## src/design/bilinear_texel_sampler_q8_macros.svh

```systemverilog
// ----------------------------------------------------------------------------
// Bilinear texel sampler assertion macros
// Concurrent check templates for the sampler coordinate pipeline.
// ----------------------------------------------------------------------------
`ifndef BILINEAR_TEXEL_SAMPLER_Q8_MACROS_SVH
`define BILINEAR_TEXEL_SAMPLER_Q8_MACROS_SVH

// Same-cycle implication, disabled while reset is held
`define TBS_ASSERT_NOW(name, clk, rst_n, ante, cons) \
    name: assert property (@(posedge clk) disable iff (!rst_n) (ante) |-> (cons)) \
        else $error("tbs: same-cycle check failed");

// Next-cycle implication, disabled while reset is held
`define TBS_ASSERT_NEXT(name, clk, rst_n, ante, cons) \
    name: assert property (@(posedge clk) disable iff (!rst_n) (ante) |=> (cons)) \
        else $error("tbs: next-cycle check failed");

`endif

```

## src/design/tbs_pkg.sv

```systemverilog
// ----------------------------------------------------------------------------
// Bilinear texel sampler package
// Sizes, stage payload types, size saturation, the modulo step and the per-channel blend arithmetic.
// ----------------------------------------------------------------------------
`default_nettype none

package tbs_pkg;

    // Texture store geometry
    localparam int unsigned MAX_WIDTH  = 256;
    localparam int unsigned MAX_HEIGHT = 256;
    localparam int unsigned XW         = $clog2(MAX_WIDTH);
    localparam int unsigned YW         = $clog2(MAX_HEIGHT);
    localparam int unsigned ADDR_W     = XW + YW;

    // Field widths
    localparam int unsigned DIM_W   = 9;
    localparam int unsigned COORD_W = 18;
    localparam int unsigned FRAC_W  = 8;
    localparam int unsigned UI_W    = COORD_W - FRAC_W;
    localparam int unsigned COLOR_W = 32;
    localparam int unsigned CH_W    = 8;
    localparam int unsigned IDX_W   = 2;

    // Configuration register indexes
    localparam logic [IDX_W-1:0] CFG_TEX_WIDTH  = 2'd0;
    localparam logic [IDX_W-1:0] CFG_TEX_HEIGHT = 2'd1;
    localparam logic [IDX_W-1:0] CFG_WRAP_MODE  = 2'd2;

    // Action codes
    localparam logic ACT_WRITE  = 1'b0;
    localparam logic ACT_SAMPLE = 1'b1;

    typedef struct packed {
        logic [DIM_W-1:0] tex_width;
        logic [DIM_W-1:0] tex_height;
        logic             wrap_mode;
    } t_cfg;

    // Accepted input beat
    typedef struct packed {
        logic               action;
        logic [XW-1:0]      x;
        logic [YW-1:0]      y;
        logic [COLOR_W-1:0] color;
        logic [COORD_W-1:0] u;
        logic [COORD_W-1:0] v;
    } t_beat;

    // Coordinate pipeline payload; rem starts as |ui| and ends as |ui| mod w
    typedef struct packed {
        logic               action;
        logic [ADDR_W-1:0]  wr_addr;
        logic [COLOR_W-1:0] color;
        logic               neg;
        logic [UI_W-1:0]    rem;
        logic [XW-1:0]      xc0;
        logic [XW-1:0]      xc1;
        logic [YW-1:0]      y0;
        logic [YW-1:0]      y1;
        logic [FRAC_W-1:0]  uf;
        logic [FRAC_W-1:0]  vf;
    } t_coord;

    // Store access request
    typedef struct packed {
        logic               action;
        logic [ADDR_W-1:0]  wr_addr;
        logic [COLOR_W-1:0] color;
        logic [XW-1:0]      x0;
        logic [XW-1:0]      x1;
        logic [YW-1:0]      y0;
        logic [YW-1:0]      y1;
        logic [FRAC_W-1:0]  uf;
        logic [FRAC_W-1:0]  vf;
    } t_fetch;

    // Four neighbor texels with their fractions
    typedef struct packed {
        logic [COLOR_W-1:0] t00;
        logic [COLOR_W-1:0] t10;
        logic [COLOR_W-1:0] t01;
        logic [COLOR_W-1:0] t11;
        logic [FRAC_W-1:0]  uf;
        logic [FRAC_W-1:0]  vf;
    } t_texels;

    // Horizontally blended rows
    typedef struct packed {
        logic [COLOR_W-1:0] top;
        logic [COLOR_W-1:0] bot;
        logic [FRAC_W-1:0]  vf;
    } t_rows;

    // Saturate a size register to [1, dmax]
    function automatic logic [DIM_W-1:0] sat_dim(input logic [DIM_W-1:0] d,
                                                 input logic [DIM_W-1:0] dmax);
        return (d == '0) ? DIM_W'(1) : ((d > dmax) ? dmax : d);
    endfunction

    // One restoring step of rem mod w against w shifted by k
    function automatic logic [UI_W-1:0] mod_step(input logic [UI_W-1:0]  rem,
                                                 input logic [DIM_W-1:0] w,
                                                 input int unsigned      k);
        logic [UI_W+DIM_W-1:0] d;
        d = (UI_W+DIM_W)'(w) << k;
        return ((UI_W+DIM_W)'(rem) >= d) ? (rem - d[UI_W-1:0]) : rem;
    endfunction

    // (a*(256-t) + b*t) >> 8 on one channel
    function automatic logic [CH_W-1:0] blend_ch(input logic [CH_W-1:0]   a,
                                                 input logic [CH_W-1:0]   b,
                                                 input logic [FRAC_W-1:0] t);
        logic [16:0] acc;
        acc = 17'(a) * (17'd256 - 17'(t)) + 17'(b) * 17'(t);
        return acc[15:8];
    endfunction

    // Blend all four channels of two packed colors
    function automatic logic [COLOR_W-1:0] blend_word(input logic [COLOR_W-1:0] a,
                                                      input logic [COLOR_W-1:0] b,
                                                      input logic [FRAC_W-1:0]  t);
        logic [COLOR_W-1:0] res;
        res = '0;
        for (int ch = 0; ch < COLOR_W / CH_W; ch++) begin
            res[ch*CH_W +: CH_W] = blend_ch(a[ch*CH_W +: CH_W], b[ch*CH_W +: CH_W], t);
        end
        return res;
    endfunction

endpackage

`default_nettype wire

```

## src/design/tbs_blend.sv

```systemverilog
// ----------------------------------------------------------------------------
// Sampler blend pipeline
// Blends along u per row, then along v, into the output register.
// ----------------------------------------------------------------------------
`default_nettype none

module tbs_blend
    import tbs_pkg::*;
(
    input  wire logic         i_clk,
    input  wire logic         i_rst_n,
    input  wire logic         i_valid,
    output logic              o_ready,
    input  wire t_texels      i_texels,
    output logic              o_valid,
    output logic [COLOR_W-1:0] o_color,
    input  wire logic         i_ready
);

    logic               r_v6, r_v7;
    t_rows              r_rows, n_rows;
    logic [COLOR_W-1:0] r_color;
    logic               rdy6, rdy7;

    assign rdy7    = !r_v7 || i_ready;
    assign rdy6    = !r_v6 || rdy7;
    assign o_ready = rdy6;
    assign o_valid = r_v7;
    assign o_color = r_color;

    // Horizontal blend of both rows
    always_comb begin
        n_rows.top = blend_word(i_texels.t00, i_texels.t10, i_texels.uf);
        n_rows.bot = blend_word(i_texels.t01, i_texels.t11, i_texels.uf);
        n_rows.vf  = i_texels.vf;
    end

    // Advance valid bits
    always_ff @(posedge i_clk) begin
        if (!i_rst_n) begin
            r_v6 <= 1'b0;
            r_v7 <= 1'b0;
        end else begin
            if (rdy6) r_v6 <= i_valid;
            if (rdy7) r_v7 <= r_v6;
        end
    end

    // Advance payload; vertical blend into the output register
    always_ff @(posedge i_clk) begin
        if (rdy6) r_rows <= n_rows;
        if (rdy7) r_color <= blend_word(r_rows.top, r_rows.bot, r_rows.vf);
    end

endmodule

`default_nettype wire

```

## config.mk

```make
export PLATFORM = sky130hd
export DESIGN_NAME = tbs_blend
export DESIGN_NICKNAME = d
export VERILOG_FILES = /design/src/design/bilinear_texel_sampler_q8_macros.svh /design/src/design/tbs_pkg.sv /design/src/design/tbs_blend.sv
export SDC_FILE = /design/constraint.sdc
export NUM_CORES = 2
export LEC_CHECK = 0
export BUFFER_PORTS_ARGS = -buffer_cell sky130_fd_sc_hd__buf_2
export CAP_MARGIN = 10
export CORE_MARGIN = 2
export CORE_UTILIZATION = 60
export DETAILED_ROUTE_END_ITERATION = 12
export GPL_TIMING_DRIVEN = 1
export PLACE_DENSITY = 0.77
export SYNTH_ARGS = -nofsm -noshare
export SYNTH_HDL_FRONTEND = slang
export SYNTH_SLANG_ARGS = --single-unit
```

## constraint.sdc

```tcl
create_clock -name i_clk -period 17.42 [get_ports i_clk]
set_input_delay 0.871 -clock i_clk [delete_from_list [all_inputs] [get_ports i_clk]]
set_output_delay 0.871 -clock i_clk [all_outputs]
set_load 0.01 [all_outputs]
```

==> flow_metrics.tcl <==
set metrics [dict create \
    grt-ovfl-total 0 \
    required_ns 17.59 \
    synth_edf_count 104 \
    root_buffer "clkbuf_16" \
    dieArea_mm2 0.09460 \
    io_pins 182 \
    initial_core_util 0.6042 \
    first_iter_violations 2446 \
    path_common_cell "fa_1" \
    min_period_ns 8.434 \
    tightestPinTransition_ns 1.047 \
    antenna_found_initial 22 \
    crit_path_top_delay_cell "buf_4" \
    hold_violations 0 \
    crit_arrival_ns 8.60 \
    grt_pass1_wl_um 218300 \
    min_to "r_v6$_SDFFE_PN0P_" \
    die_w_um 307.6 \
    drv_cap 0 \
    yosys.cell_types.count 55 \
    period_share 0.4841 \
    crit_buf_inv 8 \
    clk_latency_ns 0.42 \
    port-buffer-count 181 \
    hpwl_um 106200 \
    chipHeight_um 307.6 \
    hold_class "reg -> reg" \
    ys.flop_type "edfxtp_1" \
    skew_ns 0.01937 \
    r2r-end "o_color[23]$_DFFE_PP_" \
    syn_area_mm2 0.05529 \
    fmaxAchievable_mhz 118.6 \
    maxSlewHeadroom 0.3013 \
    synth-seq-cells 106 \
    wire_per_inst_um 18.06 \
    cp_cell_sequence "buf_2 > buf_4 > nor2_1 > xnor2_2 > buf_4 > buf_4 > and2_1 > fa_1 > inv_1 > fa_1 > inv_1 > fa_1 > fa_1 > fa_1 > inv_1 > fa_1 > inv_1 > ha_1 > and3_1 > a221o_1 > a21bo_2 > o31ai_1 > o21bai_1 > xor2_1" \
    yosysWarnings 0 \
    fillCellCount 7548 \
    syn_inst 6013 \
    cts.sinks 106 \
    worstHoldStart "r_v6$_SDFFE_PN0P_" \
    outcome "finished clean" \
    ff2ff_path_depth 25 \
    grt_max_degree 63 \
    drc 0 \
    htreeDepth 3 \
    critPathKind "in -> reg" \
    synth_fp_nets 8091 \
    row_count 111 \
    setup_violations 0 \
    r2r-start "r_rows[1]$_DFFE_PP_" \
    crit_start "i_texels[12]" \
    clock_path_buffers 2 \
    dr.pass1.iters 5 \
    rsz0062_at_grt "no" \
    via_count 38880 \
    cts_resized 0 \
    cpLargestDelayFamily "adder cells" \
    fin_setup_tns_ns 0 \
    wl_um 130500 \
    ys_seq_area_frac 0.05720 \
    worst_setup_hold_path_clk_slew_ns 0.09 \
    r2r_slack_ns 9.31 \
    post-cts-setup-buffers 0 \
    holdBufCountCts 0 \
    tritoncts "done" \
    gp_congestion 0.8981 \
    crit_fanout 44 \
    coreArea_mm2 0.09152 \
    antenna_left 0 \
    cp-end-kind "flip-flop" \
    final_nets 8101 \
    drive_above_1_share 0.04330 \
    vias_per_cell 5.381 \
    grt_pass1_vias 43110 \
    start_kind "input port" \
    grtUsageTotal 0.2927 \
    synthArstFlopShare 0 \
    cts_buffers 9 \
    cpPeakStageDelay_ns 0.59 \
    areaGrowthSynthToFinish_pct 4.152 \
    avgSynthCellArea_um2 9.196 \
    drv_slew 0 \
    whs_path_depth 2 \
]
## cells in the final DEF, fill, tap and decap left out, types with 13 or more instances in the layout
cell / instances
nor3_1: 28
inv_1: 1621
nand4_1: 14
a21oi_1: 61
a21o_1: 23
nand2_1: 668
nand2b_1: 14
ha_1: 729
o21ai_0: 30
fa_1: 1200
buf_2: 180
xor2_1: 51
nor2_1: 33
nor2b_1: 13
and2_1: 966
nand3_1: 16
xnor2_1: 112
edfxtp_1: 104
buf_4: 42
## flip-flops by register name, indices dropped and copies added (netlist names)
name,count
o_color,32
o_valid,1
r_rows,72
r_v6,1
## Yosys cell counts, drive strengths merged, types with 30 or more instances
cell type	number	share of area
o21ai	30	0.0027
nand2	670	0.046
a21oi	61	0.0055
ha	730	0.17
xor2	54	0.0086
and2	966	0.11
edfxtp	104	0.056
inv	1621	0.11
clkbuf	187	0.013
fa	1200	0.43
xnor2	122	0.019
buf	36	0.0025
nor2	33	0.0022
## cells by family (layout without fill, tap and decap cells)
family	Yosys count	in the layout	synth area share
adder cells (fa/ha/maj)	1930	1930	0.5996
other	0	11	0
AND/OR/NAND/NOR	1776	1776	0.1687
XOR/XNOR	176	176	0.02801
flip-flops	106	106	0.05720
AO/OA/AOI/OAI	181	181	0.02127
buffers and inverters	1844	1859	0.1252
## per-layer routing
| metal | vias up | part of all wire | wire length, um | global-route usage |
|---|---|---|---|---|
| met5 | - | 0.00057 | 74 | 0 |
| met4 | 12 | 0.028 | 3590 | 0.08712 |
| met3 | 254 | 0.070 | 9163 | 0.04466 |
| met2 | 1261 | 0.49 | 64370 | 0.5052 |
| met1 | 19910 | 0.41 | 53300 | 0.3826 |
| li1 | 17450 | - | - | - |
## cell type report
| cell class | count | area, um^2 | area share |
|---|---|---|---|
| clock inverters | 7 | 63.81 | 0.001108 |
| clock buffers | 9 | 225.2 | 0.003911 |
| well taps | 1186 | 1484 | 0.02577 |
| diodes | 11 | 27.53 | 0.0004780 |
| flip-flops and latches | 106 | 3163 | 0.05492 |
| repair buffers | 222 | 1216 | 0.02112 |
| inverters | 1621 | 6085 | 0.1057 |
| multi-input cells | 4063 | 45330 | 0.7870 |
## worst max path at each step
stage	endpoint	slack (ns)	cells after the start
final	r_rows[38]$_DFFE_PP_	8.99	24
after global routing	r_rows[38]$_DFFE_PP_	8.65	24
after CTS	r_rows[38]$_DFFE_PP_	9.04	24
after detailed placement	r_rows[38]$_DFFE_PP_	8.60	24
after global placement	r_rows[38]$_DFFE_PP_	8.84	24
after floorplan	r_rows[23]$_DFFE_PP_	9.48	26
## worst min-delay path: stages, from the launching register on
cell and delay [ns]:
dfxtp_1 0.35, a21oi_1 0.13, nor2b_1 0.05
## per-stage QoR
stage / utilization / instances / hold slack [ns] / cell area [um^2] / setup WS, ns
6_report: 0.6292 / 7225 / 0.5683 / 57590 / 8.986
5_1_grt: 0.6292 / 7224 / 0.6128 / 57590 / 8.650
4_1_cts: 0.6289 / 7214 / 0.5706 / 57560 / 9.045
3_5_place_dp: 0.6258 / 7198 / 0.5594 / 57270 / 8.600
3_3_place_gp: 0.6258 / 7198 / 0.5377 / 57270 / 8.840
2_1_floorplan: - / 6013 / 0.4627 / 55290 / 9.478
Power is left out: the tool's default activity adds up to more than one toggle a clock period on the data nets, which glitch-free logic cannot reach.
