File: src/design/bilinear_texel_sampler_q8_macros.svh
// ----------------------------------------------------------------------------
// Bilinear texel sampler assertion macros
// Concurrent check templates for the sampler coordinate pipeline.
// ----------------------------------------------------------------------------
`ifndef BILINEAR_TEXEL_SAMPLER_Q8_MACROS_SVH
`define BILINEAR_TEXEL_SAMPLER_Q8_MACROS_SVH

// Same-cycle implication, disabled while reset is held
`define TBS_ASSERT_NOW(name, clk, rst_n, ante, cons) \
    name: assert property (@(posedge clk) disable iff (!rst_n) (ante) |-> (cons)) \
        else $error("tbs: same-cycle check failed");

// Next-cycle implication, disabled while reset is held
`define TBS_ASSERT_NEXT(name, clk, rst_n, ante, cons) \
    name: assert property (@(posedge clk) disable iff (!rst_n) (ante) |=> (cons)) \
        else $error("tbs: next-cycle check failed");

`endif

File: src/design/tbs_pkg.sv
// ----------------------------------------------------------------------------
// Bilinear texel sampler package
// Sizes, stage payload types, size saturation, the modulo step and the per-channel blend arithmetic.
// ----------------------------------------------------------------------------
`default_nettype none

package tbs_pkg;

    // Texture store geometry
    localparam int unsigned MAX_WIDTH  = 256;
    localparam int unsigned MAX_HEIGHT = 256;
    localparam int unsigned XW         = $clog2(MAX_WIDTH);
    localparam int unsigned YW         = $clog2(MAX_HEIGHT);
    localparam int unsigned ADDR_W     = XW + YW;

    // Field widths
    localparam int unsigned DIM_W   = 9;
    localparam int unsigned COORD_W = 18;
    localparam int unsigned FRAC_W  = 8;
    localparam int unsigned UI_W    = COORD_W - FRAC_W;
    localparam int unsigned COLOR_W = 32;
    localparam int unsigned CH_W    = 8;
    localparam int unsigned IDX_W   = 2;

    // Configuration register indexes
    localparam logic [IDX_W-1:0] CFG_TEX_WIDTH  = 2'd0;
    localparam logic [IDX_W-1:0] CFG_TEX_HEIGHT = 2'd1;
    localparam logic [IDX_W-1:0] CFG_WRAP_MODE  = 2'd2;

    // Action codes
    localparam logic ACT_WRITE  = 1'b0;
    localparam logic ACT_SAMPLE = 1'b1;

    typedef struct packed {
        logic [DIM_W-1:0] tex_width;
        logic [DIM_W-1:0] tex_height;
        logic             wrap_mode;
    } t_cfg;

    // Accepted input beat
    typedef struct packed {
        logic               action;
        logic [XW-1:0]      x;
        logic [YW-1:0]      y;
        logic [COLOR_W-1:0] color;
        logic [COORD_W-1:0] u;
        logic [COORD_W-1:0] v;
    } t_beat;

    // Coordinate pipeline payload; rem starts as |ui| and ends as |ui| mod w
    typedef struct packed {
        logic               action;
        logic [ADDR_W-1:0]  wr_addr;
        logic [COLOR_W-1:0] color;
        logic               neg;
        logic [UI_W-1:0]    rem;
        logic [XW-1:0]      xc0;
        logic [XW-1:0]      xc1;
        logic [YW-1:0]      y0;
        logic [YW-1:0]      y1;
        logic [FRAC_W-1:0]  uf;
        logic [FRAC_W-1:0]  vf;
    } t_coord;

    // Store access request
    typedef struct packed {
        logic               action;
        logic [ADDR_W-1:0]  wr_addr;
        logic [COLOR_W-1:0] color;
        logic [XW-1:0]      x0;
        logic [XW-1:0]      x1;
        logic [YW-1:0]      y0;
        logic [YW-1:0]      y1;
        logic [FRAC_W-1:0]  uf;
        logic [FRAC_W-1:0]  vf;
    } t_fetch;

    // Four neighbor texels with their fractions
    typedef struct packed {
        logic [COLOR_W-1:0] t00;
        logic [COLOR_W-1:0] t10;
        logic [COLOR_W-1:0] t01;
        logic [COLOR_W-1:0] t11;
        logic [FRAC_W-1:0]  uf;
        logic [FRAC_W-1:0]  vf;
    } t_texels;

    // Horizontally blended rows
    typedef struct packed {
        logic [COLOR_W-1:0] top;
        logic [COLOR_W-1:0] bot;
        logic [FRAC_W-1:0]  vf;
    } t_rows;

    // Saturate a size register to [1, dmax]
    function automatic logic [DIM_W-1:0] sat_dim(input logic [DIM_W-1:0] d,
                                                 input logic [DIM_W-1:0] dmax);
        return (d == '0) ? DIM_W'(1) : ((d > dmax) ? dmax : d);
    endfunction

    // One restoring step of rem mod w against w shifted by k
    function automatic logic [UI_W-1:0] mod_step(input logic [UI_W-1:0]  rem,
                                                 input logic [DIM_W-1:0] w,
                                                 input int unsigned      k);
        logic [UI_W+DIM_W-1:0] d;
        d = (UI_W+DIM_W)'(w) << k;
        return ((UI_W+DIM_W)'(rem) >= d) ? (rem - d[UI_W-1:0]) : rem;
    endfunction

    // (a*(256-t) + b*t) >> 8 on one channel
    function automatic logic [CH_W-1:0] blend_ch(input logic [CH_W-1:0]   a,
                                                 input logic [CH_W-1:0]   b,
                                                 input logic [FRAC_W-1:0] t);
        logic [16:0] acc;
        acc = 17'(a) * (17'd256 - 17'(t)) + 17'(b) * 17'(t);
        return acc[15:8];
    endfunction

    // Blend all four channels of two packed colors
    function automatic logic [COLOR_W-1:0] blend_word(input logic [COLOR_W-1:0] a,
                                                      input logic [COLOR_W-1:0] b,
                                                      input logic [FRAC_W-1:0]  t);
        logic [COLOR_W-1:0] res;
        res = '0;
        for (int ch = 0; ch < COLOR_W / CH_W; ch++) begin
            res[ch*CH_W +: CH_W] = blend_ch(a[ch*CH_W +: CH_W], b[ch*CH_W +: CH_W], t);
        end
        return res;
    endfunction

endpackage

`default_nettype wire

File: src/design/tbs_coord.sv
// ----------------------------------------------------------------------------
// Sampler coordinate pipeline
// Clamps Q8 coordinates, wraps u by a two-stage modulo, forms neighbor indices.
// ----------------------------------------------------------------------------
`default_nettype none

`include "bilinear_texel_sampler_q8_macros.svh"

module tbs_coord
    import tbs_pkg::*;
(
    input  wire logic   i_clk,
    input  wire logic   i_rst_n,
    input  wire t_cfg   i_cfg,
    input  wire logic   i_valid,
    output logic        o_ready,
    input  wire t_beat  i_beat,
    output logic        o_valid,
    output t_fetch      o_item,
    input  wire logic   i_ready
);

    localparam int unsigned SPLIT = UI_W / 2;

    logic             r_v1, r_v2, r_v3, r_v4;
    t_beat            r_s1;
    t_coord           r_s2, r_s3, r_s4;
    t_coord           n_s2, n_s3, n_s4;
    logic             rdy1, rdy2, rdy3, rdy4;
    logic [DIM_W-1:0] w, h;

    assign w = sat_dim(i_cfg.tex_width,  DIM_W'(MAX_WIDTH));
    assign h = sat_dim(i_cfg.tex_height, DIM_W'(MAX_HEIGHT));

    // Per-stage ready: a stage moves when it is empty or its successor moves
    assign rdy4    = !r_v4 || i_ready;
    assign rdy3    = !r_v3 || rdy4;
    assign rdy2    = !r_v2 || rdy3;
    assign rdy1    = !r_v1 || rdy2;
    assign o_ready = rdy1;
    assign o_valid = r_v4;

    // Stage 2: clamp coordinates, split integer and fraction
    always_comb begin
        logic [COORD_W-2:0] hi_u, hi_v, ucl, vcl;
        logic [COORD_W-1:0] uc;
        logic [UI_W-1:0]    ui;
        logic [DIM_W-1:0]   nx, ny;
        hi_u = {(COORD_W-1-FRAC_W)'(w - DIM_W'(1)), FRAC_W'(0)};
        hi_v = {(COORD_W-1-FRAC_W)'(h - DIM_W'(1)), FRAC_W'(0)};
        if (r_s1.u[COORD_W-1]) begin
            ucl = '0;
        end else if (r_s1.u[COORD_W-2:0] > hi_u) begin
            ucl = hi_u;
        end else begin
            ucl = r_s1.u[COORD_W-2:0];
        end
        if (r_s1.v[COORD_W-1]) begin
            vcl = '0;
        end else if (r_s1.v[COORD_W-2:0] > hi_v) begin
            vcl = hi_v;
        end else begin
            vcl = r_s1.v[COORD_W-2:0];
        end
        uc = i_cfg.wrap_mode ? r_s1.u : {1'b0, ucl};
        ui = uc[COORD_W-1:FRAC_W];

        n_s2.action  = r_s1.action;
        n_s2.wr_addr = {r_s1.y, r_s1.x};
        n_s2.color   = r_s1.color;
        n_s2.neg     = ui[UI_W-1];
        n_s2.rem     = ui[UI_W-1] ? (~ui + UI_W'(1)) : ui;
        n_s2.uf      = uc[FRAC_W-1:0];
        n_s2.vf      = vcl[FRAC_W-1:0];

        // Clamped horizontal pair
        n_s2.xc0 = ui[XW-1:0];
        nx       = DIM_W'(ui[XW-1:0]) + DIM_W'(1);
        n_s2.xc1 = (nx < w) ? nx[XW-1:0] : ui[XW-1:0];

        // Vertical pair, always clamped
        n_s2.y0 = vcl[FRAC_W +: YW];
        ny      = DIM_W'(vcl[FRAC_W +: YW]) + DIM_W'(1);
        n_s2.y1 = (ny < h) ? ny[YW-1:0] : vcl[FRAC_W +: YW];
    end

    // Stage 3: upper half of the restoring modulo
    always_comb begin
        n_s3 = r_s2;
        for (int k = UI_W - 1; k >= int'(SPLIT); k--) begin
            n_s3.rem = mod_step(n_s3.rem, w, k);
        end
    end

    // Stage 4: lower half of the restoring modulo
    always_comb begin
        n_s4 = r_s3;
        for (int k = SPLIT - 1; k >= 0; k--) begin
            n_s4.rem = mod_step(n_s4.rem, w, k);
        end
    end

    // Output: fold negative remainder, pick wrapped or clamped columns
    always_comb begin
        logic [XW-1:0]    r, x0w;
        logic [DIM_W-1:0] diff, nx;
        r    = r_s4.rem[XW-1:0];
        diff = w - DIM_W'(r);
        x0w  = (r_s4.neg && r != '0) ? diff[XW-1:0] : r;
        nx   = DIM_W'(x0w) + DIM_W'(1);

        o_item.action  = r_s4.action;
        o_item.wr_addr = r_s4.wr_addr;
        o_item.color   = r_s4.color;
        o_item.y0      = r_s4.y0;
        o_item.y1      = r_s4.y1;
        o_item.uf      = r_s4.uf;
        o_item.vf      = r_s4.vf;
        if (i_cfg.wrap_mode) begin
            o_item.x0 = x0w;
            o_item.x1 = (nx == w) ? '0 : nx[XW-1:0];
        end else begin
            o_item.x0 = r_s4.xc0;
            o_item.x1 = r_s4.xc1;
        end
    end

    // Advance valid bits
    always_ff @(posedge i_clk) begin
        if (!i_rst_n) begin
            r_v1 <= 1'b0;
            r_v2 <= 1'b0;
            r_v3 <= 1'b0;
            r_v4 <= 1'b0;
        end else begin
            if (rdy1) r_v1 <= i_valid;
            if (rdy2) r_v2 <= r_v1;
            if (rdy3) r_v3 <= r_v2;
            if (rdy4) r_v4 <= r_v3;
        end
    end

    // Advance payload
    always_ff @(posedge i_clk) begin
        if (rdy1 && i_valid) r_s1 <= i_beat;
        if (rdy2) r_s2 <= n_s2;
        if (rdy3) r_s3 <= n_s3;
        if (rdy4) r_s4 <= n_s4;
    end

    `TBS_ASSERT_NEXT(a_accept_lands, i_clk, i_rst_n, i_valid && o_ready, r_v1)
    `TBS_ASSERT_NEXT(a_s4_holds, i_clk, i_rst_n, r_v4 && !i_ready, r_v4 && $stable(r_s4))
    `TBS_ASSERT_NOW(a_x_in_width, i_clk, i_rst_n, o_valid && o_item.action == ACT_SAMPLE, (DIM_W'(o_item.x0) < w) && (DIM_W'(o_item.x1) < w))
    `TBS_ASSERT_NOW(a_y_pair, i_clk, i_rst_n, o_valid && o_item.action == ACT_SAMPLE, (o_item.y1 == o_item.y0) || (DIM_W'(o_item.y1) == DIM_W'(o_item.y0) + DIM_W'(1)))

endmodule

`default_nettype wire

File: config.mk
export PLATFORM = sky130hd
export DESIGN_NAME = tbs_coord
export DESIGN_NICKNAME = d
export VERILOG_FILES = /design/src/design/tbs_pkg.sv /design/src/design/tbs_coord.sv
export VERILOG_INCLUDE_DIRS = /design/src /design/src/design
export SDC_FILE = /design/constraint.sdc
export NUM_CORES = 1
export LEC_CHECK = 0
export BUFFER_PORTS_ARGS = -buffer_cell sky130_fd_sc_hd__buf_2
export CAP_MARGIN = 40
export CORE_ASPECT_RATIO = 0.9
export CORE_MARGIN = 2
export CORE_UTILIZATION = 35
export CTS_CLUSTER_DIAMETER = 60
export DETAILED_ROUTE_END_ITERATION = 10
export PLACE_DENSITY = 0.55
export SLEW_MARGIN = 25
export SYNTH_ARGS = -nofsm -noshare
export SYNTH_HDL_FRONTEND = slang
export SYNTH_SLANG_ARGS = --single-unit
File: constraint.sdc
create_clock -name i_clk -period 21.9 [get_ports i_clk]
set_input_delay 6.57 -clock i_clk [delete_from_list [all_inputs] [get_ports i_clk]]
set_output_delay 6.57 -clock i_clk [all_outputs]
set_load 0.01 [all_outputs]
==> impl_metrics.tcl <==
set metrics [dict create \
    initialDrtViolationCount 670 \
    yosysSeqAreaShare_pct 64.1 \
    syn_area_per_cell_um2 14.0 \
    fin_area_mm2 0.0220 \
    path_cells "buf_2 -> clkinv_1 -> nand2_1 -> inv_1 -> fa_1 -> xor2_1 -> nor2_1 -> a211oi_2 -> nand2_1 -> xnor3_1 -> nor4_1 -> o2111ai_1 -> a2111oi_4 -> nor2_1 -> buf_2" \
    h-tree-depth 2 \
    cts_tree "done" \
    ir_worst_vdd_uv 55.3 \
    setup-tns-final_ns 0 \
    synth_xor_area_share_pct 3.74 \
    max_freq_mhz 53.9 \
    min_path_type "reg -> reg" \
    cp.required_ns 15.33 \
    grt_use_total_pct 14.9 \
    routed_via_density 4.88 \
    hold_buffers 0 \
    insertion_delay_ns 0.56 \
    setup_ws_ns 3.36 \
    synth.largest_area_cell "edfxtp_1" \
    finalWeightedCongestion 0.859 \
    grt_pass1_vias 11200 \
    dp_hpwl_mm 30.5 \
    drt.antenna.violating_nets 0 \
    totalWireLength_mm 41.9 \
    clockBufferDepth 3 \
    slew_headroom_pct 39.2 \
    end_kind "output pin" \
    maxCapViolations 0 \
    worst_setup_path_start_kind "input pin" \
    p_per_area_mw_per_mm2 114 \
    gr-total-overflow 0 \
    cts_setup_buffers 0 \
    yosys_warnings 0 \
    synth-compound-area-share_pct 8.28 \
    placedCellCount 2191 \
    initial_core_util_pct 35.3 \
    drive_above_1_share_pct 22.2 \
    core_region_area_mm2 0.0541 \
    synth_fp_nets 1582 \
    ctsResizeCount 0 \
    pre_cts_ws_ns 3.33 \
    max_stage_delay_ns 0.70 \
    die-height_um 226 \
    rsz0062_at_grt "no" \
    synthAdderAreaFrac_pct 7.56 \
    grt_max_degree 60 \
    synth_top_area_share_pct 63.7 \
    synth_cells 1364 \
    synth-simple-area-share_pct 8.14 \
    ys.flop_type "edfxtp_1" \
    clock_skew_ns 0.00727 \
    clk_pin_slew_ns 0.06 \
    final-max-slew-violation-count 0 \
    crit_type "in -> out" \
    period_minus_slack_ns 18.54 \
    crit_arrival_ns 11.97 \
    ys_async_sr_fraction_pct 0 \
    port_buffers 206 \
    synth_seq_cells 409 \
    place_area_mm2 0.0205 \
    fin_crit_sh_pct 84.7 \
    fp.dieW_um 250 \
    wl_per_cell_um 18.4 \
    synth_edf_count 405 \
    slowest_stage "nand2_1" \
    cts_root_buffer "clkbuf_16" \
    total_power_w 0.00251 \
    stdcell_count 2277 \
    vias 11100 \
    tightest_slew_ns 0.904 \
    grt_antenna_before_repair 4 \
    row_count 81 \
    critPathMaxFanout 15 \
    area_growth_pct 15.1 \
    syn-cell-area_mm2 0.0191 \
    setup_violations 0 \
    dr.pass1.iters 5 \
    synth_top_family_by_area "compound AO/OA/AOI/OAI gates" \
    p_leak_nw 8.90 \
    fin_nets 1752 \
    hold_violations 0 \
    die_area_mm2 0.0565 \
    rrSetupSlack_ns 11.40 \
    status "finished clean" \
    cts_sinks 409 \
    grt_pass1_wl_mm 64.8 \
    ios 207 \
    drc 0 \
    synth_area_leaders "edfxtp_1, ha_1, buf_4" \
    muxShareOfSynthArea_pct 2.93 \
    synth.distinct_cells 79 \
    numCtsBuffers 44 \
]
[path summary, 6_finish.rpt]
path / startpoint / endpoint / cells after the start
max: i_cfg[18] / o_item[33] / 15
min: n_s4[17] / o_item[17] / 0
max reg2reg: r_s3[53] / r_s4[54] / 41
min reg2reg: n_s4[17] / o_item[17] / 0
[per-layer routing]
metal	GRT usage (%)	part of all wire [%]	vias to the layer above
met5	0	0.024	-
met4	4.35	2.3	2
met3	3.65	6.3	66
met2	24.7	48	282
met1	19.3	44	5363
li1	-	-	5398
[layout by cell type (no fill, tap or decap), types with 7 or more instances in the layout]
cell       instances
edfxtp_1         405
buf_2            206
ha_1             101
inv_1             82
nor2_1            72
nand2_1           63
a21oi_1           62
xnor2_1           60
clkbuf_16         44
o21ai_0           33
mux2_2            32
a21o_1            25
nand3_1           20
mux2i_1           20
and2_1            20
nor2b_1           19
nor3_1            19
xor2_1            19
o21a_1            17
nand4_1           14
or3_1             12
nor4_1            12
buf_4             12
nand2b_1          11
clkinv_2          11
o211ai_1          10
fa_1               9
clkinv_1           7
or2_2              7
a211oi_1           7
[stage by stage]
stage / utilization [%] / hold slack, ns
after floorplan: - / 0.400
after global placement: 37.8 / 0.400
after detailed placement: 37.9 / 0.405
after CTS: 40.6 / 0.415
after global routing: 40.6 / 0.413
final: 40.6 / 0.413
[sequential cells by signal, summed over array words and instances (netlist names)]
signal   cells
r_s1        36
r_v1         1
n_s2        49
n_s3        97
r_v3         1
r_s2        10
r_s4        25
n_s4        97
r_s3        10
o_valid      1
r_v2         1
o_item      81
[kinds of logic (layout without fill, tap and decap cells)]
logic type / after synthesis / after routing
AO/OA/AOI/OAI: 228 / 228
XOR/XNOR: 80 / 80
adder cells (fa/ha/maj): 110 / 110
buffers and inverters: 185 / 391
flip-flops: 409 / 409
multiplexers: 52 / 52
other: 0 / 2
AND/OR/NAND/NOR: 300 / 300
[worst max-delay path: cells and delay by family]
family / cells / cell delay (ns)
adder cells (fa/ha/maj): 1 / 0.55
XOR/XNOR: 2 / 0.58
AO/OA/AOI/OAI: 3 / 1.21
AND/OR/NAND/NOR: 5 / 1.56
buffers and inverters: 4 / 1.48
[final cells by class]
| class | instances | area [um^2] |
|---|---|---|
| multi-input combinational | 770 | 5870 |
| timing repair buffer | 223 | 1190 |
| clock buffer | 50 | 1120 |
| inverter | 86 | 328 |
| antenna | 2 | 5.00 |
| clock inverter | 32 | 337 |
| sequential | 409 | 12200 |
| tap | 705 | 882 |
| fill | 5059 | 32100 |
[synthesized netlist by cell type, drive strengths merged (4+ instances only)]
cell type  number
o221ai          4
nor2b          19
a31oi           7
clkbuf         14
mux2           32
and3            4
mux2i          20
dfxtp           4
nor4           12
a21oi          63
edfxtp        405
a221oi          4
or4             5
o22ai           4
o2111ai         4
ha            101
a21o           25
buf            85
nand4          14
o21bai          5
xnor2          60
a211o           4
o21ai          33
o21a           17
xor2           19
nor2           72
and2           20
a211oi          8
nand3          20
or3            12
fa              9
nand2b         11
inv            84
a21boi          5
nor3           20
or2             8
nand2          64
o211ai         10
[power breakdown]
part / switching (W) / internal, W / leakage, nW
Combinational: 0.000412 / 0.000328 / 3.82
Clock: 0.000310 / 0.000434 / 0.719
Sequential: 0.0000422 / 0.000986 / 4.36
Power figures use the tool's default switching activity.
